### src/design/vt52_escape_decoder_core_assert.svh
// ----------------------------------------------------------------------------
// VT52 escape decoder assertion macros
// Concurrent check macros shared by the decoder RTL. They compile to nothing
// when SYNTHESIS is defined.
// ----------------------------------------------------------------------------
`ifndef VT52_ESCAPE_DECODER_CORE_ASSERT_SVH
`define VT52_ESCAPE_DECODER_CORE_ASSERT_SVH

`ifndef SYNTHESIS

// Same-cycle implication
`define VT52_ASSERT_NOW(lbl, clk, rst_n, ante, cons) \
  lbl: assert property (@(posedge clk) disable iff (!(rst_n)) (ante) |-> (cons)) \
    else $error("vt52 check failed");

// Next-cycle implication
`define VT52_ASSERT_NEXT(lbl, clk, rst_n, ante, cons) \
  lbl: assert property (@(posedge clk) disable iff (!(rst_n)) (ante) |=> (cons)) \
    else $error("vt52 check failed");

`else

`define VT52_ASSERT_NOW(lbl, clk, rst_n, ante, cons)
`define VT52_ASSERT_NEXT(lbl, clk, rst_n, ante, cons)

`endif

`endif

### src/design/vt52_pkg.sv
// ----------------------------------------------------------------------------
// VT52 escape decoder package
// Shared types, command codes, character codes and helpers.
// ----------------------------------------------------------------------------
package vt52_pkg;

  // Display command codes
  typedef enum logic [3:0] {
    OP_NONE        = 4'd0,
    OP_PAINT       = 4'd1,
    OP_PAINT_SCROLL= 4'd2,
    OP_CLEAR_SCR   = 4'd3,
    OP_CLEAR_SPAN  = 4'd4,
    OP_INS_LINE    = 4'd5,
    OP_DEL_LINE    = 4'd6,
    OP_CLEAR_LINE  = 4'd7,
    OP_BELL        = 4'd8
  } op_t;

  // Parser state, one-hot
  typedef enum logic [7:0] {
    PM_NORMAL = 8'b0000_0001,
    PM_ESC    = 8'b0000_0010,
    PM_ROW    = 8'b0000_0100,
    PM_COL    = 8'b0000_1000,
    PM_FG     = 8'b0001_0000,
    PM_BG     = 8'b0010_0000,
    PM_RATE   = 8'b0100_0000,
    PM_QUOTE  = 8'b1000_0000
  } pmode_t;

  // Configuration register indexes
  localparam logic [1:0] CFG_LAST_COLUMN = 2'd0;
  localparam logic [1:0] CFG_LAST_ROW    = 2'd1;
  localparam logic [1:0] CFG_PLANE_COUNT = 2'd2;

  // Configuration reset values
  localparam logic [7:0] RST_LAST_COLUMN = 8'd79;
  localparam logic [7:0] RST_LAST_ROW    = 8'd24;
  localparam logic [3:0] RST_PLANE_COUNT = 4'd1;
  localparam logic [7:0] RST_PERIOD      = 8'd20;
  localparam logic [7:0] RST_FG          = 8'd1;

  // Control characters
  localparam logic [7:0] CH_BEL   = 8'h07;
  localparam logic [7:0] CH_BS    = 8'h08;
  localparam logic [7:0] CH_TAB   = 8'h09;
  localparam logic [7:0] CH_LF    = 8'h0a;
  localparam logic [7:0] CH_CR    = 8'h0d;
  localparam logic [7:0] CH_ESC   = 8'h1b;
  localparam logic [7:0] CH_SPACE = 8'h20;
  localparam logic [7:0] POS_MASK = 8'h7f;

  // Escape sequence final characters
  localparam logic [7:0] ES_UP        = 8'h41; // A
  localparam logic [7:0] ES_DOWN      = 8'h42; // B
  localparam logic [7:0] ES_RIGHT     = 8'h43; // C
  localparam logic [7:0] ES_LEFT      = 8'h44; // D
  localparam logic [7:0] ES_CLEAR     = 8'h45; // E
  localparam logic [7:0] ES_HOME      = 8'h48; // H
  localparam logic [7:0] ES_REV_LF    = 8'h49; // I
  localparam logic [7:0] ES_CLR_EOS   = 8'h4a; // J
  localparam logic [7:0] ES_CLR_EOL   = 8'h4b; // K
  localparam logic [7:0] ES_INS_LINE  = 8'h4c; // L
  localparam logic [7:0] ES_DEL_LINE  = 8'h4d; // M
  localparam logic [7:0] ES_QUOTE     = 8'h51; // Q
  localparam logic [7:0] ES_ADDR      = 8'h59; // Y
  localparam logic [7:0] ES_SET_FG    = 8'h62; // b
  localparam logic [7:0] ES_SET_BG    = 8'h63; // c
  localparam logic [7:0] ES_CLR_BOS   = 8'h64; // d
  localparam logic [7:0] ES_CURS_ON   = 8'h65; // e
  localparam logic [7:0] ES_CURS_OFF  = 8'h66; // f
  localparam logic [7:0] ES_SAVE      = 8'h6a; // j
  localparam logic [7:0] ES_RESTORE   = 8'h6b; // k
  localparam logic [7:0] ES_CLR_LINE  = 8'h6c; // l
  localparam logic [7:0] ES_CLR_BOL   = 8'h6f; // o
  localparam logic [7:0] ES_INV_ON    = 8'h70; // p
  localparam logic [7:0] ES_INV_OFF   = 8'h71; // q
  localparam logic [7:0] ES_RATE      = 8'h74; // t
  localparam logic [7:0] ES_WRAP_ON   = 8'h76; // v
  localparam logic [7:0] ES_WRAP_OFF  = 8'h77; // w

  // Configuration as seen by the decoder
  typedef struct packed {
    logic [7:0] last_column;
    logic [7:0] last_row;
    logic [3:0] plane_count;
  } cfg_t;

  // One result item
  typedef struct packed {
    op_t        op;
    logic [7:0] col_a;
    logic [7:0] row_a;
    logic [7:0] col_b;
    logic [7:0] row_b;
    logic [7:0] glyph;
    logic [7:0] fore_colour;
    logic [7:0] back_colour;
    logic [7:0] cursor_col;
    logic [7:0] cursor_row;
    logic       cursor_visible;
    logic [7:0] blink_rate;
  } res_t;

  // Colour numbers keep plane_count low bits, all eight from eight planes up
  function automatic logic [7:0] colour_mask(input logic [3:0] planes);
    logic [7:0] m;
    m = 8'hff;
    if (planes < 4'd8) begin
      m = 8'((9'd1 << planes[2:0]) - 9'd1);
    end
    return m;
  endfunction

  // Limit a position to its highest allowed index
  function automatic logic [7:0] clamp(input logic [7:0] v, input logic [7:0] lim);
    return (v > lim) ? lim : v;
  endfunction

endpackage

### src/design/vt52_dec.sv
// ----------------------------------------------------------------------------
// VT52 decode stage
// Holds the parser and terminal state and turns one byte into one command.
// ----------------------------------------------------------------------------
module vt52_dec (
  input  logic                clk,
  input  logic                rst_n,
  input  logic                take,       // decode the held byte this cycle
  input  logic [7:0]          char_byte,
  input  vt52_pkg::cfg_t      cfg,
  output vt52_pkg::res_t      res
);

  // Terminal state
  vt52_pkg::pmode_t mode_r, mode_nxt;
  logic [7:0] col_r, col_nxt;
  logic [7:0] row_r, row_nxt;
  logic [7:0] scol_r, scol_nxt;
  logic [7:0] srow_r, srow_nxt;
  logic [7:0] prow_r, prow_nxt;
  logic [7:0] fg_r, fg_nxt;
  logic [7:0] bg_r, bg_nxt;
  logic [7:0] period_r, period_nxt;
  logic       curs_r, curs_nxt;
  logic       blink_r, blink_nxt;
  logic       inv_r, inv_nxt;
  logic       wrap_r, wrap_nxt;

  // Scratch values
  vt52_pkg::op_t op;
  logic [7:0] ca, ra, cb, rb, glyph;
  logic       paint;
  logic [7:0] rel_c, rel_row, addr_x, addr_y;
  logic [8:0] tab_x;
  logic       at_bottom, at_right;

  always_comb begin
    rel_c     = char_byte - vt52_pkg::CH_SPACE;
    rel_row   = prow_r - vt52_pkg::CH_SPACE;
    addr_x    = rel_c & (cfg.last_column | vt52_pkg::POS_MASK);
    addr_y    = rel_row & (cfg.last_row | vt52_pkg::POS_MASK);
    tab_x     = {1'b0, col_r | 8'h07} + 9'd1;
    at_bottom = (row_r >= cfg.last_row);
    at_right  = (col_r >= cfg.last_column);
  end

  // Next state and command
  always_comb begin
    mode_nxt   = vt52_pkg::PM_NORMAL;
    col_nxt    = col_r;
    row_nxt    = row_r;
    scol_nxt   = scol_r;
    srow_nxt   = srow_r;
    prow_nxt   = prow_r;
    fg_nxt     = fg_r;
    bg_nxt     = bg_r;
    period_nxt = period_r;
    curs_nxt   = curs_r;
    blink_nxt  = blink_r;
    inv_nxt    = inv_r;
    wrap_nxt   = wrap_r;
    op         = vt52_pkg::OP_NONE;
    ca         = '0;
    ra         = '0;
    cb         = '0;
    rb         = '0;
    glyph      = '0;
    paint      = 1'b0;

    case (mode_r)
      vt52_pkg::PM_QUOTE: begin
        op    = vt52_pkg::OP_PAINT;
        paint = 1'b1;
        glyph = char_byte;
        ca    = col_r;
        ra    = row_r;
      end
      vt52_pkg::PM_ROW: begin
        prow_nxt = char_byte;
        mode_nxt = vt52_pkg::PM_COL;
      end
      vt52_pkg::PM_COL: begin
        col_nxt = vt52_pkg::clamp(addr_x, cfg.last_column);
        row_nxt = vt52_pkg::clamp(addr_y, cfg.last_row);
      end
      vt52_pkg::PM_FG: fg_nxt = char_byte & vt52_pkg::colour_mask(cfg.plane_count);
      vt52_pkg::PM_BG: bg_nxt = char_byte & vt52_pkg::colour_mask(cfg.plane_count);
      vt52_pkg::PM_RATE: begin
        if (rel_c == 8'd0) begin
          blink_nxt = 1'b0;
        end else begin
          blink_nxt  = 1'b1;
          period_nxt = rel_c;
        end
      end
      vt52_pkg::PM_ESC: begin
        case (char_byte)
          vt52_pkg::ES_UP:    if (row_r != 8'd0) row_nxt = row_r - 8'd1;
          vt52_pkg::ES_DOWN:  if (row_r < cfg.last_row) row_nxt = row_r + 8'd1;
          vt52_pkg::ES_RIGHT: if (col_r < cfg.last_column) col_nxt = col_r + 8'd1;
          vt52_pkg::ES_LEFT:  if (col_r != 8'd0) col_nxt = col_r - 8'd1;
          vt52_pkg::ES_CLEAR: begin
            op      = vt52_pkg::OP_CLEAR_SCR;
            col_nxt = '0;
            row_nxt = '0;
          end
          vt52_pkg::ES_HOME: begin
            col_nxt = '0;
            row_nxt = '0;
          end
          vt52_pkg::ES_REV_LF: begin
            if (row_r == 8'd0) op = vt52_pkg::OP_INS_LINE;
            else row_nxt = row_r - 8'd1;
          end
          vt52_pkg::ES_CLR_EOS: begin
            op = vt52_pkg::OP_CLEAR_SPAN;
            ca = col_r;
            ra = row_r;
            cb = cfg.last_column;
            rb = cfg.last_row;
          end
          vt52_pkg::ES_CLR_EOL: begin
            op = vt52_pkg::OP_CLEAR_SPAN;
            ca = col_r;
            ra = row_r;
            cb = cfg.last_column;
            rb = row_r;
          end
          vt52_pkg::ES_INS_LINE: begin
            col_nxt = '0;
            op      = vt52_pkg::OP_INS_LINE;
            ra      = row_r;
          end
          vt52_pkg::ES_DEL_LINE: begin
            col_nxt = '0;
            op      = vt52_pkg::OP_DEL_LINE;
            ra      = row_r;
          end
          vt52_pkg::ES_QUOTE:   mode_nxt = vt52_pkg::PM_QUOTE;
          vt52_pkg::ES_ADDR:    mode_nxt = vt52_pkg::PM_ROW;
          vt52_pkg::ES_SET_FG:  mode_nxt = vt52_pkg::PM_FG;
          vt52_pkg::ES_SET_BG:  mode_nxt = vt52_pkg::PM_BG;
          vt52_pkg::ES_CLR_BOS: begin
            op = vt52_pkg::OP_CLEAR_SPAN;
            cb = col_r;
            rb = row_r;
          end
          vt52_pkg::ES_CURS_ON:  curs_nxt = 1'b1;
          vt52_pkg::ES_CURS_OFF: curs_nxt = 1'b0;
          vt52_pkg::ES_SAVE: begin
            scol_nxt = col_r;
            srow_nxt = row_r;
          end
          vt52_pkg::ES_RESTORE: begin
            col_nxt = vt52_pkg::clamp(scol_r, cfg.last_column);
            row_nxt = vt52_pkg::clamp(srow_r, cfg.last_row);
          end
          vt52_pkg::ES_CLR_LINE: begin
            col_nxt = '0;
            op      = vt52_pkg::OP_CLEAR_LINE;
            ra      = row_r;
          end
          vt52_pkg::ES_CLR_BOL: begin
            op = vt52_pkg::OP_CLEAR_SPAN;
            ra = row_r;
            cb = col_r;
            rb = row_r;
          end
          vt52_pkg::ES_INV_ON:   inv_nxt  = 1'b1;
          vt52_pkg::ES_INV_OFF:  inv_nxt  = 1'b0;
          vt52_pkg::ES_RATE:     mode_nxt = vt52_pkg::PM_RATE;
          vt52_pkg::ES_WRAP_ON:  wrap_nxt = 1'b1;
          vt52_pkg::ES_WRAP_OFF: wrap_nxt = 1'b0;
          default: ;
        endcase
      end
      default: begin
        // Normal mode: control bytes or printable glyphs
        if (char_byte < vt52_pkg::CH_SPACE) begin
          case (char_byte)
            vt52_pkg::CH_CR: col_nxt = '0;
            vt52_pkg::CH_LF: begin
              if (at_bottom) op = vt52_pkg::OP_DEL_LINE;
              else row_nxt = row_r + 8'd1;
            end
            vt52_pkg::CH_BS:  if (col_r != 8'd0) col_nxt = col_r - 8'd1;
            vt52_pkg::CH_BEL: op = vt52_pkg::OP_BELL;
            vt52_pkg::CH_ESC: mode_nxt = vt52_pkg::PM_ESC;
            vt52_pkg::CH_TAB: begin
              if (col_r < cfg.last_column) begin
                col_nxt = (tab_x > {1'b0, cfg.last_column}) ? cfg.last_column : tab_x[7:0];
              end
            end
            default: ;
          endcase
        end else begin
          op    = vt52_pkg::OP_PAINT;
          paint = 1'b1;
          glyph = char_byte;
          ca    = col_r;
          ra    = row_r;
          if (at_right) begin
            if (wrap_r) begin
              if (at_bottom) op = vt52_pkg::OP_PAINT_SCROLL;
              else row_nxt = row_r + 8'd1;
              col_nxt = '0;
            end else begin
              col_nxt = cfg.last_column;
            end
          end else begin
            col_nxt = col_r + 8'd1;
          end
        end
      end
    endcase
  end

  // Result assembly from the updated state
  always_comb begin
    res.op             = op;
    res.col_a          = ca;
    res.row_a          = ra;
    res.col_b          = cb;
    res.row_b          = rb;
    res.glyph          = glyph;
    res.fore_colour    = (paint && inv_nxt) ? bg_nxt : fg_nxt;
    res.back_colour    = (paint && inv_nxt) ? fg_nxt : bg_nxt;
    res.cursor_col     = col_nxt;
    res.cursor_row     = row_nxt;
    res.cursor_visible = curs_nxt;
    res.blink_rate     = blink_nxt ? period_nxt : 8'd0;
  end

  // State registers, updated once per decoded byte
  always_ff @(posedge clk) begin
    if (!rst_n) begin
      mode_r   <= vt52_pkg::PM_NORMAL;
      col_r    <= '0;
      row_r    <= '0;
      scol_r   <= '0;
      srow_r   <= '0;
      prow_r   <= '0;
      fg_r     <= vt52_pkg::RST_FG;
      bg_r     <= '0;
      period_r <= vt52_pkg::RST_PERIOD;
      curs_r   <= 1'b1;
      blink_r  <= 1'b0;
      inv_r    <= 1'b0;
      wrap_r   <= 1'b0;
    end else if (take) begin
      mode_r   <= mode_nxt;
      col_r    <= col_nxt;
      row_r    <= row_nxt;
      scol_r   <= scol_nxt;
      srow_r   <= srow_nxt;
      prow_r   <= prow_nxt;
      fg_r     <= fg_nxt;
      bg_r     <= bg_nxt;
      period_r <= period_nxt;
      curs_r   <= curs_nxt;
      blink_r  <= blink_nxt;
      inv_r    <= inv_nxt;
      wrap_r   <= wrap_nxt;
    end
  end

endmodule

### src/design/vt52_out.sv
// ----------------------------------------------------------------------------
// VT52 result register
// Holds one command until the downstream side takes it.
// ----------------------------------------------------------------------------
module vt52_out (
  input  logic           clk,
  input  logic           rst_n,
  input  logic           load,
  input  vt52_pkg::res_t res_in,
  input  logic           stall,
  output logic           ready,
  output logic           valid,
  output vt52_pkg::res_t res_out
);

  logic           valid_r, valid_nxt;
  vt52_pkg::res_t res_r;

  // Free when empty or when the held result transfers this cycle
  assign ready = !valid_r || !stall;

  always_comb begin
    valid_nxt = valid_r;
    if (load) valid_nxt = 1'b1;
    else if (!stall) valid_nxt = 1'b0;
  end

  always_ff @(posedge clk) begin
    if (!rst_n) begin
      valid_r <= 1'b0;
    end else begin
      valid_r <= valid_nxt;
    end
  end

  // Payload, no reset
  always_ff @(posedge clk) begin
    if (load) begin
      res_r <= res_in;
    end
  end

  assign valid   = valid_r;
  assign res_out = res_r;

endmodule

### src/design/vt52_escape_decoder_core.sv
// VT52 escape decoder: one console byte in, one display command out. A byte
// is taken into an input register and decoded against the terminal state
// once the result register is free; the command then lands in the result
// register. One byte per cycle is sustained while the output is not stalled;
// the cursor and parser state loop inside the decode stage sets that figure.
// Either side may stall at any time without loss. Configuration registers
// (last column, last row, plane count) must be written by the user only while
// the block is idle; the block itself does not enforce it.
// ----------------------------------------------------------------------------
// VT52 escape decoder core
// Top level: input register, configuration registers, decode and result stage.
// ----------------------------------------------------------------------------
`include "vt52_escape_decoder_core_assert.svh"

module vt52_escape_decoder_core (
  input  logic       clk,
  input  logic       rst_n,
  // Configuration port
  input  logic       cfg_wr_en,
  input  logic [1:0] cfg_index,
  input  logic [7:0] cfg_data,
  // Input channel
  input  logic       in_valid,
  output logic       in_stall,
  input  logic [7:0] in_char_byte,
  // Result channel
  output logic       out_valid,
  input  logic       out_stall,
  output logic [3:0] out_op,
  output logic [7:0] out_col_a,
  output logic [7:0] out_row_a,
  output logic [7:0] out_col_b,
  output logic [7:0] out_row_b,
  output logic [7:0] out_glyph,
  output logic [7:0] out_fore_colour,
  output logic [7:0] out_back_colour,
  output logic [7:0] out_cursor_col,
  output logic [7:0] out_cursor_row,
  output logic       out_cursor_visible,
  output logic [7:0] out_blink_rate
);

  vt52_pkg::cfg_t cfg_r;
  logic           in_valid_r, in_valid_nxt;
  logic [7:0]     byte_r;
  logic           in_xfer, take, out_ready;
  vt52_pkg::res_t dec_res, held_res;

  // Configuration registers
  always_ff @(posedge clk) begin
    if (!rst_n) begin
      cfg_r.last_column <= vt52_pkg::RST_LAST_COLUMN;
      cfg_r.last_row    <= vt52_pkg::RST_LAST_ROW;
      cfg_r.plane_count <= vt52_pkg::RST_PLANE_COUNT;
    end else if (cfg_wr_en) begin
      case (cfg_index)
        vt52_pkg::CFG_LAST_COLUMN: cfg_r.last_column <= cfg_data;
        vt52_pkg::CFG_LAST_ROW:    cfg_r.last_row    <= cfg_data;
        vt52_pkg::CFG_PLANE_COUNT: cfg_r.plane_count <= cfg_data[3:0];
        default: ;
      endcase
    end
  end

  // Input register: refills in the same cycle its byte is decoded
  assign take     = in_valid_r && out_ready;
  assign in_stall = in_valid_r && !out_ready;
  assign in_xfer  = in_valid && !in_stall;

  always_comb begin
    in_valid_nxt = in_valid_r;
    if (in_xfer) in_valid_nxt = 1'b1;
    else if (take) in_valid_nxt = 1'b0;
  end

  always_ff @(posedge clk) begin
    if (!rst_n) begin
      in_valid_r <= 1'b0;
    end else begin
      in_valid_r <= in_valid_nxt;
    end
  end

  always_ff @(posedge clk) begin
    if (in_xfer) begin
      byte_r <= in_char_byte;
    end
  end

  // Decode against terminal state
  vt52_dec u_dec (
    .clk       (clk),
    .rst_n     (rst_n),
    .take      (take),
    .char_byte (byte_r),
    .cfg       (cfg_r),
    .res       (dec_res)
  );

  // Result register
  vt52_out u_out (
    .clk     (clk),
    .rst_n   (rst_n),
    .load    (take),
    .res_in  (dec_res),
    .stall   (out_stall),
    .ready   (out_ready),
    .valid   (out_valid),
    .res_out (held_res)
  );

  assign out_op             = held_res.op;
  assign out_col_a          = held_res.col_a;
  assign out_row_a          = held_res.row_a;
  assign out_col_b          = held_res.col_b;
  assign out_row_b          = held_res.row_b;
  assign out_glyph          = held_res.glyph;
  assign out_fore_colour    = held_res.fore_colour;
  assign out_back_colour    = held_res.back_colour;
  assign out_cursor_col     = held_res.cursor_col;
  assign out_cursor_row     = held_res.cursor_row;
  assign out_cursor_visible = held_res.cursor_visible;
  assign out_blink_rate     = held_res.blink_rate;

  // Checks
  // An empty input register never pushes back
  `VT52_ASSERT_NOW(a_no_false_stall, clk, rst_n, !in_valid_r, !in_stall)
  // A decoded byte always lands in the result register
  `VT52_ASSERT_NEXT(a_take_lands, clk, rst_n, take, out_valid)
  // Paint then scroll always leaves the cursor at the left edge
  `VT52_ASSERT_NOW(a_scroll_col0, clk, rst_n,
    out_valid && (out_op == vt52_pkg::OP_PAINT_SCROLL), out_cursor_col == 8'd0)
  // Only paint commands carry a glyph
  `VT52_ASSERT_NOW(a_glyph_paint, clk, rst_n,
    out_valid && (out_glyph != 8'd0),
    (out_op == vt52_pkg::OP_PAINT) || (out_op == vt52_pkg::OP_PAINT_SCROLL))

endmodule
### config.mk
export PLATFORM = sky130hd
export DESIGN_NAME = vt52_escape_decoder_core
export DESIGN_NICKNAME = d
export VERILOG_FILES = /design/src/design/vt52_pkg.sv /design/src/design/vt52_dec.sv /design/src/design/vt52_out.sv /design/src/design/vt52_escape_decoder_core.sv
export VERILOG_INCLUDE_DIRS = /design/src /design/src/design
export SDC_FILE = /design/constraint.sdc
export NUM_CORES = 1
export LEC_CHECK = 0
export BUFFER_PORTS_ARGS = -buffer_cell sky130_fd_sc_hd__buf_2
export CORE_UTILIZATION = 33
export DETAILED_ROUTE_END_ITERATION = 16
export HOLD_SLACK_MARGIN = 0.08
export PLACE_DENSITY = 0.53
export REMOVE_ABC_BUFFERS = 1
export SETUP_SLACK_MARGIN = 0.1
export SLEW_MARGIN = 10
export SYNTH_ARGS = -nofsm -noshare
export SYNTH_HDL_FRONTEND = slang
export SYNTH_HIERARCHICAL = 1
export SYNTH_SLANG_ARGS = --single-unit
### constraint.sdc
create_clock -name clk -period 6.7 [get_ports clk]
set_input_delay 1.005 -clock clk [delete_from_list [all_inputs] [get_ports clk]]
set_output_delay 1.005 -clock clk [all_outputs]
set_load 0.03 [all_outputs]
==> flow_summary.json <==
{
  "outcome": "completed",
  "ios": 110,
  "worst_setup_path_startpoint": "u_dec/col_r[3]",
  "global_route.usage.met3": 0.0356,
  "max_stage_delay_ns": 0.81,
  "seq_area_frac_synth": 0.381,
  "met1_usage": 0.326,
  "globalRoute.busiestLayer": "met2",
  "combinational_family_with_the_most_area_after_synthesis": "simple AND/OR/NAND/NOR gates",
  "synth-simple-area-share": 0.234,
  "comb_pwr_share": 0.153,
  "worst_ep_arrival_time_ns": 4.02,
  "max_freq_ghz": 0.262,
  "first_global_vias": 10700,
  "share_clk_of_total_power": 0.379,
  "final.min_clock_period_ns": 3.82,
  "detailed_place_hpwl_um": 32000,
  "drt_iter0_markers": 1359,
  "most-common-layout-cells": "164 x nand2_1, 109 x buf_2, 101 x nor2_1",
  "met2_usage": 0.354,
  "cp_num_buf_inv": 3,
  "synthToLayoutAreaGrowth_pct": 12.2,
  "finalClockSkew_ns": 0.0128,
  "hold_vio_cnt_final": 0,
  "max_cap_violations": 0,
  "p_sw_frac": 0.309,
  "min_delay_path_depth": 2,
  "worst-setup-path-type": "reg -> reg",
  "detail-route-antenna-nets": 0,
  "fin_crit_sh": 0.570,
  "power_per_cell_area_nw_per_um2": 199,
  "critical_path.top_delay_family": "compound AO/OA/AOI/OAI gates",
  "power_frac_seq": 0.467,
  "maximum_number_of_pins_on_one_net_before_global_route_repair": 74,
  "post_synth_num_cell_types": 99,
  "groute.usage.overall": 0.230,
  "netlist_area_um2": 12500,
  "firstDrtPassIters": 6,
  "area.sequential_um2": 4750,
  "ctsHtreeMaxLevel": 4,
  "yosys-mux-area-fraction": 0.0638,
  "cts.reportedPaths.clkPinSlew_ns": 0.08,
  "coreArea_um2": 36900,
  "crit_cells": 10,
  "fin_total_pwr_uw": 2790,
  "cts_resized": 0,
  "number_of_slew_limit_violations_in_the_final_report": 0,
  "wire_length_of_the_first_global_routing_pass_um": 67000,
  "post-cts-setup-buffer-count": 0,
  "rr_startpoint": "u_dec/col_r[3]",
  "floorplan.initialDensity": 0.338,
  "cp_slowest_cell": "dfxtp_1",
  "cp_common_cell": "inv_1",
  "final_common_cell": "nand2_1",
  "io_buffers": 109,
  "antenna_found_initial": 0,
  "fillers": 3799,
  "timing.critical_path.to_type": "flop",
  "drc_errors": 0,
  "internal_power_uw": 1930,
  "holdWs_ns": 0.471,
  "wl_um": 44400,
  "insertion_delay_ns": 0.46,
  "cts_tree": "done",
  "synthesis.area_per_instance_um2": 8.82,
  "root_buffer": "clkbuf_16",
  "area_of_the_multi_input_gates_um2": 7110,
  "final-setup-viol-count": 0,
  "synth_edf_count": 93,
  "p_sw_uw": 861,
  "dr_total_vias": 11400,
  "reg2reg_setup_slack_ns": 2.88,
  "crit_chain": "inv_1 -> ha_1 -> inv_1 -> a21oi_1 -> a21o_1 -> nand2_1 -> a311oi_1 -> a211oi_1 -> nor3_1 -> inv_1",
  "cts_hold_buffers": 0,
  "cp-endpoint": "u_out/res_out[19]",
  "cts-buffers-inserted": 17,
  "unrepaired_setup_endpoints_after_global_routing": "false",
  "rr_endpoint": "u_out/res_out[19]",
  "total_leakage_power_uw": 0.00529,
  "clk_path_buf_depth": 2,
  "final_net_count": 1554,
  "detail_route.wl_per_cell_um": 22.4,
  "vdd_ir_drop_max_uv": 185,
  "synth_compound_area_frac": 0.193,
  "synth_async_sr_flop_share": 0,
  "utilization": 0.380,
  "synth-main-ff-cell": "dfxtp_1",
  "worst-r2r-cell-count": 10,
  "cts_sinks": 191,
  "dieWidth_um": 196,
  "floorplan.rows": 70,
  "worstSetupStartpointType": "flop",
  "worstPathRequired_ns": 6.90,
  "syn_inst": 1414,
  "synthXorXnorAreaFrac": 0.0153,
  "worstPathMaxFanout": 19,
  "min-delay-path-class": "reg -> reg",
  "fp.dieH_um": 196,
  "yosys_register_bits": 191,
  "synth_fa_ha_area_frac": 0.0632,
  "avgViaCountPerCell": 5.75,
  "worst-slew-pin-transition_ns": 1.15,
  "worst_case_headroom_to_the_max_slew_limit": 0.234,
  "proportion_of_layout_cells_with_a_drive_suffix_above_1": 0.140,
  "floorplan.die_area_um2": 38600,
  "place.gp.congestion": 1.01,
  "ys_warnings": 6,
  "final_total_negative_setup_slack_ns": 0,
  "residual_overflow_from_global_routing": 0
}
==> worst reg2reg max path, delay by kind of cell, from the launching register on <==
family	cells	cell delay, ns
and+or+nand+nor	2	0.80
buffers and inverters	3	0.42
DFF	1	0.81
AOI/OAI and AO/OA	4	1.18
adders and majority gates	1	0.36
==> sequential cells by signal, indices dropped and copies added (netlist names), 8 cells and up <==
name            flops
u_dec/row_r         8
u_dec/fg_r          8
u_dec/scol_r        8
u_dec/prow_r        8
u_dec/mode_r        8
u_dec/srow_r        8
byte_r              8
u_dec/period_r      8
u_dec/bg_r          8
cfg_r              20
u_out/res_out      85
u_dec/col_r         8
==> power by group through the flow <==
stage | Combinational (µW) | Clock, µW | Sequential (µW)
CTS | 421 | 1080 | 1300
global route | 458 | 1120 | 1310
global placement | 420 | 0 | 1330
floorplan | 210 | 0 | 1380
detailed placement | 419 | 0 | 1330
finish | 428 | 1060 | 1300
==> worst min path at each step <==
stage | from | to | slack [ns]
6_report | u_dec/period_r[2] | u_dec/period_r[2] | 0.47
5_1_grt | u_dec/period_r[2] | u_dec/period_r[2] | 0.49
4_1_cts | u_dec/period_r[2] | u_dec/period_r[2] | 0.47
3_5_place_dp | u_dec/period_r[2] | u_dec/period_r[2] | 0.46
3_3_place_gp | u_dec/period_r[4] | u_dec/period_r[4] | 0.45
2_1_floorplan | u_dec/period_r[2] | u_dec/period_r[2] | 0.44
==> kinds of logic after synthesis <==
group | after synthesis
adder cells (fa/ha/maj) | 63
XOR/XNOR | 21
flip-flops | 191
multiplexers | 78
buffers and inverters | 146
AND/OR/NAND/NOR | 551
AO/OA/AOI/OAI | 364
==> per-layer routing <==
layer  share of wire  up-vias  wire, µm
met5               0        -         0
met4           0.024        0      1070
met3           0.068       73      3030
met2            0.45      480     19800
met1            0.46     5564     20500
li1                -     5299         -
==> final cells by class <==
| class | count | area share |
|---|---|---|
| flip-flops and latches | 191 | 0.340 |
| clock buffers | 17 | 0.0304 |
| well taps | 504 | 0.0451 |
| clock inverters | 15 | 0.0125 |
| diodes | 1 | 0.000179 |
| inverters | 50 | 0.0134 |
| multi-input cells | 1077 | 0.508 |
| repair buffers | 131 | 0.0508 |
==> stage by stage <==
stage	cells	area [µm²]	setup WS, ns
after detailed placement	1953	13400	2.98
after global placement	1953	13400	3.05
after floorplan	1318	12000	0.844
final	1986	14000	2.88
after global routing	1985	14000	2.70
after CTS	1985	14000	2.99
==> synth_stat cells, types with 7 or more instances <==
cell | count | share of area
a211oi_1 | 21 | 0.013
a21boi_0 | 24 | 0.014
a21o_1 | 8 | 0.0048
a21oi_1 | 78 | 0.031
a22oi_1 | 23 | 0.014
a31oi_1 | 24 | 0.012
and2_1 | 30 | 0.015
and3_1 | 14 | 0.0070
buf_2 | 12 | 0.0048
clkbuf_1 | 70 | 0.021
dfxtp_1 | 98 | 0.16
edfxtp_1 | 93 | 0.22
ha_1 | 63 | 0.063
inv_1 | 49 | 0.015
mux2i_1 | 75 | 0.060
nand2_1 | 164 | 0.049
nand3_1 | 53 | 0.021
nand4_1 | 24 | 0.012
nor2_1 | 101 | 0.030
nor2b_1 | 56 | 0.028
nor3_1 | 26 | 0.010
nor3b_1 | 7 | 0.0042
o211ai_1 | 17 | 0.010
o21ai_0 | 77 | 0.031
o22ai_1 | 12 | 0.0060
or3_1 | 11 | 0.0055
xnor2_1 | 10 | 0.0070
xor2_1 | 10 | 0.0070
Note: power is estimated with default switching activity, not from simulation.
